### src/rtl/trs_pkg.sv
`timescale 1ns / 1ps

package trs_pkg;

   localparam int QuatWidth   = 16;
   localparam int ScaleWidth  = 16;
   localparam int TransWidth  = 32;
   localparam int OutWidth    = 32;
   localparam int ProdWidth   = 2 * QuatWidth;
   // Two Q2.30 products summed and doubled, then subtracted from one.
   localparam int RotWidth    = ProdWidth + 2;
   localparam int ScaledWidth = RotWidth + ScaleWidth;
   localparam int ShiftOut    = 22;
   localparam int FracBits    = 30;
   localparam int Entries     = 9;
   localparam int Axes        = 3;
   localparam int TransDepth  = 4;

   typedef logic signed [QuatWidth-1:0]   quat_type;
   typedef logic signed [ScaleWidth-1:0]  scale_type;
   typedef logic signed [TransWidth-1:0]  trans_type;
   typedef logic signed [OutWidth-1:0]    out_type;
   typedef logic signed [ProdWidth-1:0]   prod_type;
   typedef logic signed [RotWidth-1:0]    rot_type;
   typedef logic signed [ScaledWidth-1:0] scaled_type;

   localparam rot_type OneQ30 = rot_type'(1) <<< FracBits;

   localparam scaled_type SatHi =
      {{(ScaledWidth-OutWidth+1){1'b0}}, {(OutWidth-1){1'b1}}};
   localparam scaled_type SatLo =
      {{(ScaledWidth-OutWidth+1){1'b1}}, {(OutWidth-1){1'b0}}};

   // Clamps a shifted product to the signed Q16.16 output range.
   function automatic out_type saturate(input scaled_type v);
      out_type r;
      if (v > SatHi) begin
         r = SatHi[OutWidth-1:0];
      end else if (v < SatLo) begin
         r = SatLo[OutWidth-1:0];
      end else begin
         r = v[OutWidth-1:0];
      end
      return r;
   endfunction

endpackage

### src/rtl/trs_scale_lane.sv
`timescale 1ns / 1ps

module trs_scale_lane
   import trs_pkg::*;
(
   input  logic      clock,
   input  rot_type   rot,
   input  scale_type scale,
   output out_type   result
);

   scaled_type prod_ff;
   scaled_type prod_in;
   out_type    result_ff;
   out_type    result_in;

   always_comb begin
      prod_in   = scaled_type'(rot) * scaled_type'(scale);
      // Arithmetic shift truncates toward minus infinity.
      result_in = saturate(prod_ff >>> ShiftOut);
   end

   always_ff @(posedge clock) begin
      prod_ff   <= prod_in;
      result_ff <= result_in;
   end

   assign result = result_ff;

endmodule
### config.mk
export PLATFORM = sky130hd
export DESIGN_NAME = trs_scale_lane
export DESIGN_NICKNAME = d
export VERILOG_FILES = /design/src/rtl/trs_pkg.sv /design/src/rtl/trs_scale_lane.sv
export SDC_FILE = /design/constraint.sdc
export NUM_CORES = 1
export LEC_CHECK = 0
export BUFFER_PORTS_ARGS = -buffer_cell sky130_fd_sc_hd__buf_2
export CAP_MARGIN = 20
export CORE_ASPECT_RATIO = 0.75
export CORE_MARGIN = 2
export CORE_UTILIZATION = 45
export DETAILED_ROUTE_END_ITERATION = 6
export PLACE_DENSITY_LB_ADDON = 0.12
export SLEW_MARGIN = 0
export SYNTH_ARGS = -nofsm -noshare
export SYNTH_HDL_FRONTEND = slang
export SYNTH_SLANG_ARGS = --single-unit
export TNS_END_PERCENT = 20
### constraint.sdc
create_clock -name clock -period 6.7 [get_ports clock]
set_clock_uncertainty 0.15 [all_clocks]
set_input_delay 0.67 -clock clock [delete_from_list [all_inputs] [get_ports clock]]
set_output_delay 0.67 -clock clock [all_outputs]
set_load 0.02 [all_outputs]
==> results of run 1 <==
==> metrics by stage <==
| step | std cells | TNS [ns] |
|---|---|---|
| 6_report | 2881 | 0 |
| 3_5_place_dp | 2865 | -4.98 |
| 4_1_cts | 2881 | 0 |
| 2_1_floorplan | 2154 | 0 |
| 3_3_place_gp | 2865 | -4.36 |
| 5_1_grt | 2881 | 0 |
==> timing repair <==
action                     4_1_cts  5_1_grt
setup buffers                    0        0
resized for setup                1       10
pin swaps                        0        1
setup endpoints to repair        2       16
==> registers in the layout, indices dropped and copies added, names as in the netlist <==
signal,flops
prod_ff,28
result,29
==> critical path, cell delays in order <==
cell,delay (ns)
buf_2,0.36
nand2_1,0.14
fa_1,0.53
fa_1,0.55
fa_1,0.52
inv_1,0.05
fa_1,0.47
fa_1,0.52
inv_1,0.05
fa_1,0.49
inv_1,0.04
ha_1,0.33
a21o_1,0.22
a31o_2,0.22
a221oi_2,0.32
buf_4,0.21
nand3_1,0.09
o211ai_1,0.19
buf_4,0.17
nand3_1,0.13
buf_4,0.17
xor2_1,0.13
==> final cells by class <==
class	instances	area [µm²]
multi-input combinational	1417	15900
fill	4077	21100
tap	578	723
timing repair buffer	248	1910
clock inverter	3	15.0
sequential	57	1140
clock buffer	13	260
inverter	565	2120
==> worst max-delay path by stage <==
stage	from	to	slack (ns)	cells past startpoint
3_5_place_dp	scale[3]	prod_ff[49]$_DFF_P_	-0.39	23
4_1_cts	scale[1]	prod_ff[49]$_DFF_P_	0.03	23
6_report	rot[17]	prod_ff[47]$_DFF_P_	0.23	22
5_1_grt	rot[10]	prod_ff[48]$_DFF_P_	0.001	24
3_3_place_gp	scale[3]	prod_ff[49]$_DFF_P_	-0.31	23
2_1_floorplan	rot[33]	prod_ff[49]$_DFF_P_	0.37	21
==> metal layers <==
metal  part of all wire  wire length, µm  up-vias
met4              0.017              879        0
met1               0.49            25700     7419
met5                  0                0        -
met3              0.076             3990       49
li1                   -                -     6433
met2               0.42            22200      487
==> cell families after synthesis <==
logic type      synth area share
xor+xnor                  0.0161
buf+inv                    0.131
flops                     0.0582
simple gates               0.157
fa+ha+maj                  0.597
compound gates            0.0414
==> cell usage in the layout (no fill, tap or decap), types with 11 or more instances in the layout <==
master | synthesis | final
buf_4 | 3 | 148
buf_2 | 0 | 77
nand2_1 | 330 | 330
xnor2_1 | 27 | 27
fa_1 | 513 | 513
and2_1 | 215 | 215
o21ai_0 | 14 | 14
dfxtp_1 | 57 | 57
a21oi_1 | 34 | 33
inv_1 | 564 | 564
buf_12 | 0 | 19
a21o_1 | 19 | 19
nor2_1 | 39 | 39
nand3_1 | 11 | 11
ha_1 | 115 | 115
==> out/results.ini, run 1 <==
[critical_path]
rr_worst_depth=0
critical_path.max_fanout=16
r2r-end=result[30]$_SDFF_PN1_
critPathCaptureType=register
worstReg2RegStart=prod_ff[49]$_DFF_P_
crit_type=primary input to register
arrival_ns=6.57
required_ns=6.80
ff2ff_setup_slack_ns=6.14
startpoint_type=primary input

[sta]
relSlewSlack=0.453
whs_ns=0.171
rsz0062_at_grt=no
fmax_mhz=155
final_hold_viol_count=0
min_period_over_period=0.966
fin_ws_ns=0.229
drv_slew=0
fin_crit_ns=6.47
worst_slew_pin_slew_ns=0.820
setup_viol=0

[final_layout]
drive_gt1_frac=0.122
areaGrowthSynthToFinish_pct=12.7
antenna_cells=0
fin_area_mm2=0.0221
nNetsFinal=2977
post-route-util=0.512

[synth]
ys_ff_latch=57
synth_area_leaders=fa_1 (52%), inv_1 (11%), ha_1 (7.3%)
syn-num-nets=2833
synth_most_common_cell=inv_1
ys_warn_count=0
seq_area_frac_synth=0.0582
synthArstFlopShare=0
synthFlopType=dfxtp_1
yosysTopAreaCellShare=0.523
synth.largest_area_cell=fa_1
syn_inst=2154
synth_common_cells=inv_1 (564), fa_1 (513), nand2_1 (330)
ys_types=52
syn_area_mm2=0.0196
avgSynthCellArea_um2=9.11
synth_edf_count=0

[routing]
ant_nets=0
routed_wl_mm=52.7
vias=14400
route.detailed.drc=0
drtPass1Iterations=5
avgViaCountPerCell=4.99
dr.first_iter.drc_count=810
wire_per_inst_um=18.3

[clocking]
worstSkewPairLatency_ns=0.36
path_clk_slew_ns=0.05
cts.sinks=57
clock-root-buffer=clkbuf_16
clockBufferDepth=2
cts_max_level=3
cts_hold_buf=0
cts_tree=yes
numCtsBuffers=9

[place]
post_dp_cell_area_mm2=0.0218
gp_congestion=0.903
dp_slack_ns=-0.386
hpwl_mm=44.3
io_buffers=82

[job]
drv_cap=0

[global_routing]
grt_usage=0.254
grt_overflow=0
grt_use_met1=0.394
grt_pass1_vias=15600
antenna_found_initial=0
use_met2=0.369
use_met3=0.0452
globalRoute.busiestLayer=met1
grt_max_degree=35
grt_pass1_wl_mm=87.0

[floorplanning]
start_util=0.454
die_w_um=245
dieArea_mm2=0.0453
rows=66
core_region_area_mm2=0.0432
io_pins=83
die_height_um=185

[min_path]
whs_endpoint=result[21]$_SDFF_PN1_
min_from=prod_ff[43]$_DFF_P_
hp-class=register to register
min_path_cells=0

[outcome]
status=finished, final reports clean

Power of run 1 is not shown: default switching activity piles up to over one toggle a cycle in this logic, so the estimate is an artifact.
==> run 2: changes to the inputs <==
--- a/config.mk
+++ b/config.mk
@@ -16,4 +16,4 @@
 export SYNTH_ARGS = -nofsm -noshare
 export SYNTH_HDL_FRONTEND = slang
 export SYNTH_SLANG_ARGS = --single-unit
-export TNS_END_PERCENT = 20
+export TNS_END_PERCENT = 100
==> constraint.sdc (replaced) <==
create_clock -name clock -period 6.06 [get_ports clock]
set_clock_uncertainty 0.15 [all_clocks]
set_input_delay 0.606 -clock clock [delete_from_list [all_inputs] [get_ports clock]]
set_output_delay 0.606 -clock clock [all_outputs]
set_load 0.02 [all_outputs]
==> run 2 against run 1 <==
Net effect:
- critical path depth grew 1
- final area grew 9.9%
- sequential share of layout area fell by 0.46 points
- via count up 3.5%
- global-route usage up 0.26 points
- wire length grew 6.7%
- cell count grew 5.1%
- sequential cell count did not move
- die area unchanged
- critical endpoint is now prod_ff[38]$_DFF_P_
==> out/results.ini, run 2 (synthesis gave the netlist of run 1 again) <==
[outcome]
status=finished, final reports clean

[routing]
dr.first_iter.drc_count=822  ; +1.5%
drtPass1Iterations=5  ; unchanged
vias=14900  ; +3.5%
route.detailed.drc=0  ; unchanged
wire_per_inst_um=18.6  ; +1.6%
ant_nets=0  ; unchanged
avgViaCountPerCell=4.92  ; -1.5%
routed_wl_mm=56.3  ; +6.7%

[critical_path]
required_ns=6.20  ; -0.60 ns
ff2ff_setup_slack_ns=5.49  ; -0.65 ns
critPathCaptureType=register
critical_path.max_fanout=8  ; -8
crit_type=primary input to register
arrival_ns=6.14  ; -0.43 ns
startpoint_type=primary input

[global_routing]
grt_usage=0.257  ; +0.00259
grt_pass1_wl_mm=88.1  ; +1.3%
grt_max_degree=30  ; -14%
grt_overflow=0  ; unchanged
antenna_found_initial=0  ; unchanged
grt_pass1_vias=16000  ; +2.8%

[clocking]
path_clk_slew_ns=0.05  ; about the same
clock-root-buffer=clkbuf_16
cts.sinks=57  ; unchanged
numCtsBuffers=9  ; unchanged
cts_max_level=3  ; unchanged
worstSkewPairLatency_ns=0.36  ; about the same
cts_hold_buf=0  ; unchanged
cts_tree=yes
clockBufferDepth=2  ; unchanged

[floorplanning]
io_pins=83  ; unchanged
start_util=0.454  ; unchanged
die_w_um=245  ; unchanged
dieArea_mm2=0.0453  ; unchanged
rows=66  ; unchanged
die_height_um=185  ; unchanged
core_region_area_mm2=0.0432  ; unchanged

[final_layout]
drive_gt1_frac=0.225  ; +0.103
largest_reg_flops=29  ; unchanged
multi_input_area_mm2=0.0166  ; +3.9%
layout_common_cells=inv_1 (550), fa_1 (494), nand2_1 (324)
regArea_mm2=0.00114  ; unchanged
nFillCells=3897  ; -4.4%
nNetsFinal=3123  ; +4.9%
layout.cells.most_common=inv_1
antenna_cells=0  ; unchanged
areaGrowthSynthToFinish_pct=23.8

[sta]
finalSetupTns_ns=0  ; unchanged
worst_slew_pin_slew_ns=0.621  ; -0.199 ns
final_hold_viol_count=0  ; unchanged
rsz0062_at_grt=yes
fmax_mhz=167
setup_viol=0  ; unchanged
drv_slew=0  ; unchanged
relSlewSlack=0.586  ; +0.133
fin_crit_ns=5.99
min_period_over_period=0.989

[place]
io_buffers=82  ; unchanged
hpwl_mm=46.5  ; +5.0%
gp_congestion=0.885  ; -2.0%

[job]
drv_cap=0  ; unchanged

[min_path]
hp-class=register to register

==> run 2: cell types whose count changed in the layout (fill, tap and decap cells not counted), sizes merged <==
cell      delta
buf        +138
clkinv       -2
bufinv       +1
clkbuf       +6
inv          +1
clkinvlp     +2
==> run 2: cell type report <==
type	instances	share of cell area
Multi-Input combinational cell	1417	0.682
Timing Repair Buffer	394	0.142
Inverter	565	0.0876
Sequential cell	57	0.0470
Tap cell	578	0.0298
Clock buffer	11	0.00999
Clock inverter	5	0.00227
==> run 2: worst paths after layout <==
path                            start                    end  cells after the start
setup reg to reg  prod_ff[49]$_DFF_P_  result[31]$_SDFF_PN0_                      0
hold reg to reg   prod_ff[48]$_DFF_P_  result[26]$_SDFF_PN1_                      0
setup / recovery              rot[25]    prod_ff[38]$_DFF_P_                     23
hold / removal    prod_ff[48]$_DFF_P_  result[26]$_SDFF_PN1_                      0
==> run 2: worst max-delay path, stage by stage <==
cell and delay (ns):
clkbuf_4 0.18, buf_4 0.15, buf_4 0.17, nand2_1 0.09, fa_1 0.50, inv_1 0.05, fa_1 0.50, fa_1 0.62
fa_1 0.45, fa_1 0.49, inv_1 0.05, fa_1 0.47, inv_1 0.04, ha_2 0.36, and4_2 0.30, nand2_1 0.16
a21oi_2 0.19, a21oi_4 0.08, buf_12 0.14, o21ai_4 0.19, buf_6 0.12, buf_4 0.09, xor2_1 0.13
==> run 2: routing by layer <==
layer	global-route usage	share of wire	wire, µm
met1	0.389	0.49	27400
met2	0.390	0.43	24400
met3	0.0469	0.071	3980
met4	0.0393	0.0089	503
met5	0	0	0
==> run 2: metrics by stage <==
step / utilization / setup slack [ns] / cells / hold slack, ns / area, µm²
global route: 0.562 / -0.110 / 3027 / 0.182 / 24300
CTS: 0.540 / 0.00182 / 2994 / 0.175 / 23300
floorplan: - / 0.0121 / 2154 / 0.232 / 19600
detailed placement: 0.522 / -0.998 / 2968 / 0.162 / 22500
finish: 0.562 / 0.0651 / 3027 / 0.174 / 24300
global placement: 0.522 / -0.895 / 2968 / 0.161 / 22500
==> run 2: repair_timing <==
item,4_1_cts,5_1_grt
setup buffers,10,29
cloned,0,7
pin swaps,31,93
resized for setup,94,170
endpoints found under the setup margin,28,25
Power of run 2 is left out for the same reason.
